## config.mk

```make
export PLATFORM = sky130hd
export DESIGN_NAME = sbjpd_pulse
export DESIGN_NICKNAME = d
export VERILOG_FILES = /design/src/sv/spike_buffer_to_joint_pulse_drive_top_assert.svh /design/src/sv/sbjpd_pkg.sv /design/src/sv/sbjpd_pulse.sv
export SDC_FILE = /design/constraint.sdc
export NUM_CORES = 1
export LEC_CHECK = 0
export BUFFER_PORTS_ARGS = -buffer_cell sky130_fd_sc_hd__buf_4
export CAP_MARGIN = 10
export CORE_UTILIZATION = 62
export CTS_CLUSTER_DIAMETER = 120
export DETAILED_ROUTE_END_ITERATION = 8
export PLACE_DENSITY = 0.83
export SETUP_SLACK_MARGIN = 0.2
export SYNTH_ARGS = -nofsm -noshare
export SYNTH_HDL_FRONTEND = slang
export SYNTH_SLANG_ARGS = --single-unit
```

## constraint.sdc

```tcl
create_clock -name clk -period 7.4 [get_ports clk]
set_input_delay 0.74 -clock clk [delete_from_list [all_inputs] [get_ports clk]]
set_output_delay 0.74 -clock clk [all_outputs]
set_load 0.02 [all_outputs]
```

## src/sv/spike_buffer_to_joint_pulse_drive_top_assert.svh

```systemverilog
// assertion macros for the spike buffer pulse drive
`ifndef SPIKE_BUFFER_TO_JOINT_PULSE_DRIVE_TOP_ASSERT_SVH
`define SPIKE_BUFFER_TO_JOINT_PULSE_DRIVE_TOP_ASSERT_SVH

// same-cycle implication, clocked on clk, off during reset
`define SBJPD_ASSERT_NOW(lbl, ante, cons, msg) \
    lbl: assert property (@(posedge clk) disable iff (!rst_n) (ante) |-> (cons)) \
        else $error(msg);

// next-cycle implication, clocked on clk, off during reset
`define SBJPD_ASSERT_NEXT(lbl, ante, cons, msg) \
    lbl: assert property (@(posedge clk) disable iff (!rst_n) (ante) |=> (cons)) \
        else $error(msg);

`endif

```

## src/sv/sbjpd_pkg.sv

```systemverilog
`timescale 1ns / 1ps

package sbjpd_pkg;

    localparam int BUFFER_DEPTH_DEF = 1024;

    localparam int STAMP_W    = 63;
    localparam int LAYER_W    = 3;
    localparam int MODE_W     = 3;
    localparam int ERR_W      = 2;
    localparam int PULSE_W    = 16;
    localparam int GAIN_W     = 16;
    localparam int LIMIT_W    = 15;
    localparam int DRAIN_W    = 11;
    localparam int CFG_IDX_W  = 1;
    localparam int CFG_DATA_W = 16;
    localparam int ENTRY_W    = STAMP_W + LAYER_W;

    localparam int NUM_LAYERS = 6;
    localparam int NUM_JOINTS = 3;

    localparam logic OP_PUSH = 1'b0;
    localparam logic OP_TICK = 1'b1;

    localparam logic [MODE_W-1:0] MODE_CONTROL = 3'd2;
    localparam logic [MODE_W-1:0] MODE_INVALID = 3'd7;

    localparam logic [LAYER_W-1:0] LAYER_LAST_VALID = 3'd5;

    localparam logic [ERR_W-1:0] ERR_OK    = 2'd0;
    localparam logic [ERR_W-1:0] ERR_STALE = 2'd1;
    localparam logic [ERR_W-1:0] ERR_LAYER = 2'd2;
    localparam logic [ERR_W-1:0] ERR_MODE  = 2'd3;

    localparam logic [CFG_IDX_W-1:0] REG_PULSE_GAIN = 1'b0;
    localparam logic [CFG_IDX_W-1:0] REG_MAX_PULSE  = 1'b1;

    localparam logic [GAIN_W-1:0]  GAIN_RESET  = 16'd256;
    localparam logic [LIMIT_W-1:0] LIMIT_RESET = 15'd100;

    typedef struct packed {
        logic [GAIN_W-1:0]  pulse_gain;
        logic [LIMIT_W-1:0] max_pulse_change;
    } gain_cfg_t;

    typedef struct packed {
        logic                      done;
        logic signed [PULSE_W-1:0] pulse;
    } pulse_rsp_t;

endpackage

```

## src/sv/sbjpd_pulse.sv

```systemverilog
`timescale 1ns / 1ps

module sbjpd_pulse #(
    parameter int CNT_W = 10
) (
    input  logic                   clk,
    input  logic                   rst_n,
    input  logic                   start,
    input  logic [CNT_W-1:0]       flex,
    input  logic [CNT_W-1:0]       ext,
    input  sbjpd_pkg::gain_cfg_t   cfg,
    output sbjpd_pkg::pulse_rsp_t  rsp
);

    localparam int PROD_W = CNT_W + sbjpd_pkg::GAIN_W;
    localparam int SHR_W  = PROD_W - 8;
    localparam int CMP_W  = (SHR_W > sbjpd_pkg::LIMIT_W) ? SHR_W : sbjpd_pkg::LIMIT_W;

    logic              s1_valid_reg;
    logic              s1_neg_reg;
    logic [CNT_W-1:0]  s1_mag_reg;
    logic              s2_valid_reg;
    logic              s2_neg_reg;
    logic [PROD_W-1:0] s2_prod_reg;
    logic              done_reg;
    logic signed [sbjpd_pkg::PULSE_W-1:0] pulse_reg;

    logic [CMP_W-1:0]  shifted;
    logic [CMP_W-1:0]  limit_wide;
    logic [CMP_W-1:0]  clamped;
    logic [sbjpd_pkg::PULSE_W-1:0] mag16;

    always_comb
    begin
        shifted    = CMP_W'(s2_prod_reg[PROD_W-1:8]);
        limit_wide = CMP_W'(cfg.max_pulse_change);
        clamped    = (shifted > limit_wide) ? limit_wide : shifted;
        mag16      = sbjpd_pkg::PULSE_W'(clamped);
    end

    always_ff @(posedge clk or negedge rst_n)
    begin
        if (!rst_n)
        begin
            s1_valid_reg <= 1'b0;
            s2_valid_reg <= 1'b0;
            done_reg     <= 1'b0;
        end
        else
        begin
            s1_valid_reg <= start;
            s2_valid_reg <= s1_valid_reg;
            done_reg     <= s2_valid_reg;
        end
    end

    // magnitude, product, clamp
    always_ff @(posedge clk)
    begin
        s1_neg_reg  <= ext > flex;
        s1_mag_reg  <= (ext > flex) ? (ext - flex) : (flex - ext);
        s2_neg_reg  <= s1_neg_reg;
        s2_prod_reg <= PROD_W'(s1_mag_reg) * PROD_W'(cfg.pulse_gain);
        pulse_reg   <= s2_neg_reg ? $signed(-mag16) : $signed(mag16);
    end

    assign rsp.done  = done_reg;
    assign rsp.pulse = pulse_reg;

endmodule

```

==> Flow_metrics.wiki, run 1 <==
{| class="wikitable"
! Metric !! Value
|-
| Ratio of cells with drive above 1 in the final layout || 10.1%
|-
| Synth async-reset ratio || 6.12%
|-
| Flip-flop and latch count after synthesis || 49
|-
| Main combinational cell family by area after synthesis || adder cells
|-
| Number of enable flip-flop cells after synthesis || 0
|-
| Post-synth top area share || a little under 30%
|-
| Clock-pin transition on the worst setup and hold timing paths || about 80 ps
|-
| Remaining max-slew budget at the tightest pin || 48.4%
|-
| Die span in y || 113 um
|-
| Count of synthesis-stage warnings from yosys || 0
|-
| Mean cell area of the mapped netlist || 8.90 um^2
|-
| Deepest level of the CTS H-tree || 2
|-
| RSZ-0062 raised after global routing || no
|-
| ANT cells || 0
|-
| Via count || ~5900
|-
| Post-route clock skew || 12.1 ps
|-
| Buffer depth of the longest clock path || 2
|-
| Postcts setup bufs || 0
|-
| Hold WS || approximately 220 ps
|-
| Total of cells resized after clock tree synthesis || 0
|-
| GPL Wtd Cong || a little under 0.9
|-
| Critical Path Most Common Cell || fa_1
|-
| Via count of the first global-routing pass || 5914
|-
| Compound-gate portion of the synthesized area || around 8.7%
|-
| Pins Over Slew Limit || 0
|-
| Period minus WS final || between 5000 and 6000 ps
|-
| Drt via density || 5.59
|-
| Synth area leaders || fa_1 (29%), ha_1 (15%), dfxtp_1 (12%)
|-
| Remaining number of nets flagged by the antenna check after routing || 0
|-
| Hold buffer count at cts || 0
|-
| Proportion of synthesized area in mux cells || 2.98%
|-
| Count of fill cells added during filler insertion || 938
|-
| Sequence of cells on the critical path || nand2_1 > fa_1 > inv_1 > fa_1 > fa_1 > fa_1 > inv_1 > fa_1 > inv_1 > ha_1 > a21o_1 > a21oi_1 > a21oi_1 > a22o_1 > a31oi_1 > a21oi_2 > or4_1 > nand3_1
|-
| # rows || 40
|-
| Wire length of the first global-routing pass || 26700 um
|-
| Num Clock Sinks || 49
|-
| Startpoint types || register
|-
| Port bufs || 70
|-
| Number of antenna violations at the first check in global routing || 0
|-
| CTS tree || done
|-
| Flip-flop count of the largest register, all copies and words added || 18
|-
| Cell variety after synth || 56
|-
| Type of the setup path with the least slack || register to register
|-
| Synthesis-to-finish area growth || 9.45%
|-
| Syn Inst Count || 860
|-
| DRC marker count from the first detailed-route iteration || about 350
|-
| Worst hold-check path type || input port to async pin
|-
| XOR/XNOR share of the synthesized area || approximately 4.2%
|-
| Number of buffers created by CTS || 5
|-
| DRC violation count after routing || 0
|-
| Required time of the critical path || roughly 7600 ps
|-
| Initial Util || 63.7%
|-
| Die ar. || 0.0128 mm^2
|-
| Synthesized-area fraction occupied by adder cells || 44.4%
|-
| Remaining global-route overflow || 0
|-
| Max Freq || 170 MHz
|-
| Total routing usage reported by global routing || 25.8%
|-
| Buffers and inverters on the worst path || 3
|-
| Transition time at the pin with the least slew margin || 773 ps
|-
| Slowest stage cell on the critical path || dfxtp_1
|-
| Top cell family by delay on the critical path || adder cells
|-
| Max capacitance violation total || 0
|-
| Arrival time worst endpoint || 6110 ps
|-
| Fraction of the yosys area taken by sequential cells || 13.0%
|-
| Largest net degree at the start of global routing || 41
|-
| Setup TNS || 0 ps
|-
| Detail Placement HPWL || 12600 um
|-
| Synthesized net count || between 1000 and 1500
|-
| Detail-routed net length per standard cell || about 15 um
|-
| Final Core Density || 69.7%
|-
| Cell accounting for the most synthesized area || fa_1
|-
| Largest fanout of any net on the critical path || 16
|-
| Ys flop type || dfxtp_1
|-
| Count of pins on the block boundary || 71
|-
| Finish-stage setup viols || 0
|-
| Die W || 113 um
|-
| Status || complete, no violations
|-
| Final Hold Violating Endpoints || 0
|-
| Clk Tree Root Cell || clkbuf_16
|-
| Core footprint || 0.0120 mm^2
|-
| Fraction of the mapped netlist area in simple logic gates || 17.0%
|-
| Clock latency of the later-clocked register in the worst-skew pair || 300 ps
|-
| Share of the cycle needed by the critical path after routing || 79.5%
|-
| Synthesized cell area || between 0.007 and 0.008 mm^2
|-
| Largest incremental delay on the critical path || approximately 760 ps
|-
| Number of nets in the finished design || between 1000 and 1500
|-
| Total detailed-routing wirelength || 15300 um
|-
| Crit end category || register
|-
| Router iterations before antenna repair || 4
|}
-- final timing paths --
kind                            cells after the start           from  slack, ps               to
worst max register to register                     18  s1_mag_reg[3]       1520  s2_prod_reg[25]
max in group asynchronous                           1          rst_n       7090         done_reg
min in group clk                                    0   s1_valid_reg        360     s2_valid_reg
worst min-delay path                                1          rst_n        220     s1_valid_reg
worst max-delay path                               18  s1_mag_reg[3]       1520  s2_prod_reg[25]
worst min register to register                      0   s1_valid_reg        360     s2_valid_reg
-- logic make-up after synthesis --
logic type / after synthesis
AO/OA/AOI/OAI: 101
XOR/XNOR: 37
adder cells (fa/ha/maj): 205
buffers and inverters: 189
flip-flops: 49
multiplexers: 22
AND/OR/NAND/NOR: 257
-- stage by stage --
step	instances	setup WS (ps)	cell area (um^2)
global route	1052	1260	8380
CTS	1052	1590	8380
floorplan	860	1830	7650
detailed placement	1044	1520	8220
finish	1052	1520	8380
global placement	1044	1600	8220
-- cell usage after synthesis (all sizes together) (9+ instances only) --
library cell    n
nand2         105
fa            111
xor2           20
a31oi          12
ha             94
clkbuf         25
buf             9
dfxtp          46
nor2           15
mux2i          19
nor3           15
a21o            9
and2           73
inv           155
xnor2          17
a21oi          26
o21ai          22
-- layout make-up --
type | count | area [um^2] | area share [%]
inverters | 155 | 582 | 6.95
clock inverters | 3 | 33.8 | 0.403
clock buffers | 5 | 125 | 1.49
repair buffers | 71 | 533 | 6.36
flip-flops and latches | 49 | 996 | 11.9
well taps | 147 | 184 | 2.20
multi-input cells | 622 | 5920 | 70.7
-- per-layer routing --
metal / global-route usage (%) / vias to the layer above / wire [um] / part of all wire (%)
li1: - / 2819 / - / -
met3: 3.75 / 17 / 741 / 4.8
met2: 44.1 / 156 / 7620 / 50
met5: 0 / - / 0 / 0
met1: 34.7 / 2885 / 6690 / 44
met4: 6.32 / 0 / 240 / 1.6
-- worst reg2reg max path: cells and delay by family (launching register included) --
kind	cells	cell delay, ps
flip-flops	1	760
buffers and inverters	3	150
AND/OR/NAND/NOR	3	680
adder cells (fa/ha/maj)	6	2960
AO/OA/AOI/OAI	6	1280
-- cells in the final DEF, fill, tap and decap left out, types with 19 or more instances in the layout --
cell / n
dfxtp_1: 46
a21oi_1: 25
ha_1: 94
mux2i_1: 19
inv_1: 155
and2_1: 72
xor2_1: 20
buf_4: 71
fa_1: 111
nand2_1: 105
Power of run 1 is left out: the tool's default activity adds up to more than one toggle a clock period on the data nets, which glitch-free logic cannot reach.
==> run 2: changes to the inputs <==
--- a/config.mk
+++ b/config.mk
@@ -5,12 +5,13 @@
 export SDC_FILE = /design/constraint.sdc
 export NUM_CORES = 1
 export LEC_CHECK = 0
+export ABC_AREA = 1
 export BUFFER_PORTS_ARGS = -buffer_cell sky130_fd_sc_hd__buf_4
 export CAP_MARGIN = 10
-export CORE_UTILIZATION = 62
+export CORE_UTILIZATION = 63
 export CTS_CLUSTER_DIAMETER = 120
 export DETAILED_ROUTE_END_ITERATION = 8
-export PLACE_DENSITY = 0.83
+export PLACE_DENSITY = 0.84
 export SETUP_SLACK_MARGIN = 0.2
 export SYNTH_ARGS = -nofsm -noshare
 export SYNTH_HDL_FRONTEND = slang
==> constraint.sdc (replaced) <==
create_clock -name clk -period 5.5 [get_ports clk]
set_input_delay 0.55 -clock clk [delete_from_list [all_inputs] [get_ports clk]]
set_output_delay 0.55 -clock clk [all_outputs]
set_load 0.02 [all_outputs]
==> Flow_metrics.wiki, run 2 <==
{| class="wikitable"
! Metric !! Value
|-
| Status || complete, no violations
|-
| Drt via density || 5.31
|-
| Final Hold Violating Endpoints || 0
|-
| Setup TNS || 0 ps
|-
| Router iterations before antenna repair || 5
|-
| Count of pins on the block boundary || 71
|-
| Crit end category || register
|-
| Commonest cells after routing, fill and taps aside || nand2_1 (301), inv_1 (267), fa_1 (111)
|-
| Buffers and inverters on the worst path || 2
|-
| DRC violation count after routing || 0
|-
| Buffer depth of the longest clock path || 2
|-
| Setup slack of the worst register-to-register path || 460 ps
|-
| Fraction of the yosys area taken by sequential cells || between 10% and 20%
|-
| Largest incremental delay on the critical path || roughly 550 ps
|-
| CTS tree || done
|-
| Clock-pin transition on the worst setup and hold timing paths || 70 ps
|-
| Area of all placed cells without fillers || 0.00908 mm^2
|-
| Met2 global-route usage || between 50% and 60%
|-
| Deepest level of the CTS H-tree || 2
|-
| Period minus WS final || between 5000 and 6000 ps
|-
| Global routing's busiest layer || met2
|-
| Synthesis-to-finish area growth || 10.1%
|-
| Cell with the most instances after synthesis || nand2_1
|-
| Via count of the first global-routing pass || 6942
|-
| ANT cells || 0
|-
| Synth area leaders || fa_1 (27%), ha_1 (14%), nand2_1 (14%)
|-
| Detail Placement HPWL || 15200 um
|-
| Syn Inst Count || around 1100
|-
| Ratio of cells with drive above 1 in the final layout || around 11%
|-
| Pins Over Slew Limit || 0
|-
| Count of fill cells added during filler insertion || 1041
|-
| Max capacitance violation total || 0
|-
| Cell accounting for the most synthesized area || fa_1
|-
| Post-route non-filler standard cell count || roughly 1300
|-
| Detail-routed net length per standard cell || 13.8 um
|-
| Critical Path Most Common Cell || fa_1
|-
| Remaining number of nets flagged by the antenna check after routing || 0
|-
| Synthesized cell area || 0.00825 mm^2
|-
| Remaining global-route overflow || 0
|-
| Number of cells on the worst reg-to-reg path || 15
|-
| Largest net degree at the start of global routing || 22
|-
| Number of enable flip-flop cells after synthesis || 0
|-
| Worst Setup Slack, final || 457 ps
|-
| Port bufs || 70
|-
| Share of the cycle needed by the critical path after routing || between 90% and 100%
|-
| Flip-flop count of the largest register, all copies and words added || 18
|-
| Post-Place Cells || 1331
|-
| # rows || 41
|-
| Via count || 7104
|-
| Slowest stage cell on the critical path || fa_1
|-
| Cell variety after synth || 40
|-
| Largest fanout of any net on the critical path || 10
|-
| Sequence of cells on the critical path || buf_4 > nand2_1 > fa_1 > fa_1 > fa_1 > fa_1 > inv_1 > fa_1 > ha_1 > a21oi_1 > o21ai_0 > a21oi_1 > nand3_2 > a31oi_2 > xor2_1
|-
| Ys flop type || dfxtp_1
|-
| Startpoint of the most critical setup path || s1_mag_reg[5]
|-
| Die span in y || 116 um
|-
| Total detailed-routing wirelength || 18500 um
|-
| Die ar. || approximately 0.014 mm^2
|-
| Type of the setup path with the least slack || register to register
|-
| Startpoint types || register
|-
| Reg2reg start || s1_mag_reg[5]
|-
| Met1 Track Usage GR || roughly 36%
|-
| Commonest cells in the synthesized netlist || nand2_1 (301), inv_1 (267), fa_1 (111)
|-
| Count of synthesis-stage warnings from yosys || 0
|-
| DRC marker count from the first detailed-route iteration || 495
|-
| Critical register-to-register path endpoint || s2_prod_reg[23]
|-
| Synth async-reset ratio || 6.12%
|-
| Clk Tree Root Cell || clkbuf_16
|-
| Wire length of the first global-routing pass || ~31000 um
|-
| Placed standard-cell area || 0.00888 mm^2
|-
| Required time of the critical path || 5710 ps
|-
| RSZ-0062 raised after global routing || no
|-
| Max Freq || 198 MHz
|-
| Clock latency of the later-clocked register in the worst-skew pair || 290 ps
|-
| Top cell family by delay on the critical path || adder cells
|-
| Core footprint || 0.0127 mm^2
|-
| GPL Wtd Cong || approximately 0.93
|-
| Flip-flop and latch count after synthesis || 49
|-
| Mean cell area of the mapped netlist || between 7 and 8 um^2
|-
| Initial Util || 65.1%
|-
| Remaining max-slew budget at the tightest pin || 58.9%
|-
| Number of antenna violations at the first check in global routing || 0
|-
| Number of nets in the finished design || 1425
|-
| Die W || approximately 120 um
|-
| Total routing usage reported by global routing || 29.4%
|-
| Synthesized net count || 1379
|-
| Global Route met3 Usage || 5.03%
|-
| Number of buffers created by CTS || 5
|-
| Transition time at the pin with the least slew margin || around 610 ps
|-
| Finish-stage setup viols || 0
|-
| Num Clock Sinks || around 50
|-
| Post-synth top area share || 26.9%
|-
| Post-route clock skew || 11.2 ps
|-
| Worst setup timing slack at the placement stage || 297 ps
|-
| Most common library cell in the layout ignoring fill and taps || nand2_1
|-
| Arrival time worst endpoint || about 5300 ps
|-
| Worst hold-check path type || input port to async pin
|}
## run 2: changes by cell type after synthesis, sizes merged, moves of 18 or more
| cell | change |
|---|---|
| nand3 | +35 |
| inv | +116 |
| a21oi | +24 |
| nand2 | +211 |
| and2 | -73 |
| nor2 | +28 |
| mux2i | -18 |
## run 2: per-stage QoR
| stage | utilization (%) | hold slack (ps) |
|---|---|---|
| finish | 71.7 | 25.9 |
| global route | 71.7 | 15.2 |
| CTS | 71.5 | 26.1 |
| detailed placement | 70.1 | 322 |
| global placement | 70.1 | 312 |
| floorplan | - | 254 |
## run 2: cell type report
type,count,area (um^2),area share (%)
clock buffers,5,125,1.38
clock inverters,3,47.5,0.523
inverters,271,1020,11.2
multi-input cells,758,6060,66.7
flip-flops and latches,49,1010,11.2
well taps,172,215,2.37
repair buffers,81,608,6.69
## run 2: timing repair
item / in CTS / in global routing
cloned: 0 / 0
endpoints found under the setup margin: 1 / 9
hold endpoints to repair: 0 / 0
resized for setup: 1 / 13
setup buffers: 0 / 0
hold buffers: 0 / 0
## run 2: worst max path at each step
stage                                 end  depth (start not counted)  slack (ps)
after floorplan           s2_prod_reg[22]                         18         500
after global placement    s2_prod_reg[22]                         17         400
after detailed placement  s2_prod_reg[22]                         17         300
after CTS                 s2_prod_reg[23]                         15         220
after global routing      s2_prod_reg[23]                         18         240
final                     s2_prod_reg[23]                         15         460
## run 2: kinds of logic after synthesis
| logic type | count (synthesis) | share of synthesized area [%] |
|---|---|---|
| compound gates | 97 | 6.36 |
| xor+xnor | 40 | 4.25 |
| fa+ha+maj | 205 | 41.2 |
| buf+inv | 313 | 14.7 |
| flops | 49 | 12.1 |
| mux | 1 | 0.121 |
| simple gates | 415 | 21.4 |
## run 2: metal layers
layer	wire length [um]	vias to the layer above	share of wire, %
met5	0	-	0
met1	7400	3391	40
met4	560	0	3.0
met3	997	50	5.4
li1	-	3421	-
met2	9530	242	52
Power of run 2 is left out for the same reason.
==> run 3: changes to the inputs <==
--- a/config.mk
+++ b/config.mk
@@ -13,6 +13,7 @@
 export DETAILED_ROUTE_END_ITERATION = 8
 export PLACE_DENSITY = 0.84
 export SETUP_SLACK_MARGIN = 0.2
+export SLEW_MARGIN = 10
 export SYNTH_ARGS = -nofsm -noshare
 export SYNTH_HDL_FRONTEND = slang
 export SYNTH_SLANG_ARGS = --single-unit
==> constraint.sdc (replaced) <==
create_clock -name clk -period 4.9 [get_ports clk]
set_input_delay 0.49 -clock clk [delete_from_list [all_inputs] [get_ports clk]]
set_output_delay 0.49 -clock clk [all_outputs]
set_load 0.02 [all_outputs]
==> Flow_metrics.wiki, run 3 (synthesis gave the netlist of run 2 again) <==
{| class="wikitable"
! Metric !! Value
|-
| Status || complete, no violations
|-
| Endpoint of the most critical setup path || s2_prod_reg[19]
|-
| Count of fill cells added during filler insertion || around 820
|-
| Deepest level of the CTS H-tree || 2
|-
| CTS tree || done
|-
| Number of buffers created by CTS || 5
|-
| Remaining number of nets flagged by the antenna check after routing || 0
|-
| Initial Util || 65.1%
|-
| Period minus WS final || 4780 ps
|-
| Number of antenna violations at the first check in global routing || 0
|-
| Startpoint types || register
|-
| Via count of the first global-routing pass || 7256
|-
| Clock latency of the later-clocked register in the worst-skew pair || approximately 300 ps
|-
| Number of nets in the finished design || roughly 1500
|-
| Drt via density || approximately 5.6
|-
| Remaining max-slew budget at the tightest pin || 54.3%
|-
| Setup TNS || 0 ps
|-
| Slowest stage cell on the critical path || fa_1
|-
| Type of the setup path with the least slack || register to register
|-
| Worst hold-check path type || input port to register
|-
| Num Clock Sinks || 49
|-
| Share of the cycle needed by the critical path after routing || roughly 100%
|-
| Final Core Density || 80.5%
|-
| Via count || ~7800
|-
| # rows || 41
|-
| GPL Wtd Cong || 0.883
|-
| Setup slack of the worst register-to-register path || 120 ps
|-
| Number of cells on the worst reg-to-reg path || 20
|-
| Worst setup timing slack at the placement stage || -77.7 ps
|-
| Largest net degree at the start of global routing || 22
|-
| Detail-routed net length per standard cell || about 16 um
|-
| Port bufs || 70
|-
| Detail Placement HPWL || about 15000 um
|-
| Remaining global-route overflow || 0
|-
| Commonest cells after routing, fill and taps aside || nand2_1 (280), inv_1 (254), buf_4 (117)
|-
| Total routing usage reported by global routing || 29.7%
|-
| Post-route clock skew || 8.52 ps
|-
| DRC marker count from the first detailed-route iteration || 579
|-
| Finish-stage setup viols || 0
|-
| Arrival time worst endpoint || 4960 ps
|-
| Largest fanout of any net on the critical path || 5
|-
| Buffers and inverters on the worst path || 6
|-
| Top cell family by delay on the critical path || adder cells
|-
| Buffer depth of the longest clock path || 2
|-
| Total detailed-routing wirelength || 22900 um
|-
| ANT cells || 0
|-
| Clk Tree Root Cell || clkbuf_16
|-
| Core footprint || 0.0127 mm^2
|-
| Number of cells on the critical path || 20
|-
| Most common library cell in the layout ignoring fill and taps || nand2_1
|-
| Crit end category || register
|-
| DRC violation count after routing || 0
|-
| Worst Setup Slack, final || 120 ps
|-
| Critical register-to-register path endpoint || s2_prod_reg[19]
|-
| Router iterations before antenna repair || 6
|-
| Die ar. || 0.0136 mm^2
|-
| Sequence of cells on the critical path || clkbuf_16 > nand2_4 > fa_1 > inv_2 > fa_1 > inv_2 > fa_1 > inv_1 > fa_1 > fa_1 > ha_4 > buf_6 > nand2_4 > nor2_1 > inv_1 > o21ai_2 > a21oi_2 > nor2_1 > nor2_1 > xnor2_1
|-
| Pins Over Slew Limit || 0
|-
| Final Hold Violating Endpoints || 0
|-
| Wire length of the first global-routing pass || about 32000 um
|-
| Largest incremental delay on the critical path || 540 ps
|-
| Count of pins on the block boundary || just over 70
|-
| Reg2reg start || s1_mag_reg[2]
|-
| Synthesis-to-finish area growth || 23.6%
|-
| RSZ-0062 raised after global routing || yes
|-
| Clock-pin transition on the worst setup and hold timing paths || 70 ps
|-
| Max Freq || 209 MHz
|-
| Transition time at the pin with the least slew margin || 684 ps
|-
| Ratio of cells with drive above 1 in the final layout || 22.5%
|-
| Die W || 116 um
|-
| Critical Path Most Common Cell || fa_1
|-
| Flip-flop count of the largest register, all copies and words added || 18
|-
| Startpoint of the most critical setup path || s1_mag_reg[2]
|-
| Max capacitance violation total || 0
|-
| Required time of the critical path || 5080 ps
|-
| Die span in y || 116 um
|}
run 3: changes by cell type in the layout (fill, tap and decap cells not counted), moves of 7 or more:
cell,change
buf_4,+36
inv_2,+12
inv_1,-13
nand2_1,-21
nand2_2,+14
a21oi_2,+13
a21oi_4,+7
nand2_4,+7
o21ai_0,-10
buf_6,+11
a21oi_1,-20
ha_4,+14
ha_1,-15
run 3: cell type report:
cell class	instances	area (um^2)	area share, %
Inverter	271	1020	10.0
Sequential cell	49	1020	10.0
Clock inverter	2	37.5	0.368
Tap cell	172	215	2.11
Clock buffer	6	139	1.36
Multi-Input combinational cell	758	6620	64.9
Timing Repair Buffer	135	1140	11.2
run 3: how the worst min path moves through the flow:
stage	from	end	slack (ps)	cells after the start
finish	start	s1_valid_reg	300	1
detailed placement	rst_n	done_reg	280	1
global route	start	s1_valid_reg	300	1
floorplan	rst_n	done_reg	190	0
CTS	start	s1_valid_reg	300	1
global placement	rst_n	done_reg	280	1
run 3: metal layers:
| layer | track usage, % | part of all wire, % |
|---|---|---|
| met5 | 0 | 0 |
| met4 | 7.95 | 4.9 |
| met3 | 3.01 | 7.8 |
| met2 | 53.3 | 50 |
| met1 | 38.2 | 37 |
run 3: per-stage QoR:
| stage | hold slack, ps | area, um^2 | cells |
|---|---|---|---|
| finish | 298 | 10200 | 1393 |
| global route | 297 | 10200 | 1393 |
| CTS | 300 | 9470 | 1367 |
| detailed placement | 283 | 9160 | 1354 |
| global placement | 279 | 9160 | 1354 |
| floorplan | 194 | 8370 | 1120 |
run 3: timing repair:
item / in CTS / in global routing
endpoints found under the setup margin: 12 / 15
hold endpoints to repair: 3 / 0
gates resized for setup: 28 / 124
gates cloned: 0 / 2
hold buffers: 1 / 0
buffers inserted: 4 / 24
pin swaps: 11 / 78
Power of run 3 is left out for the same reason.
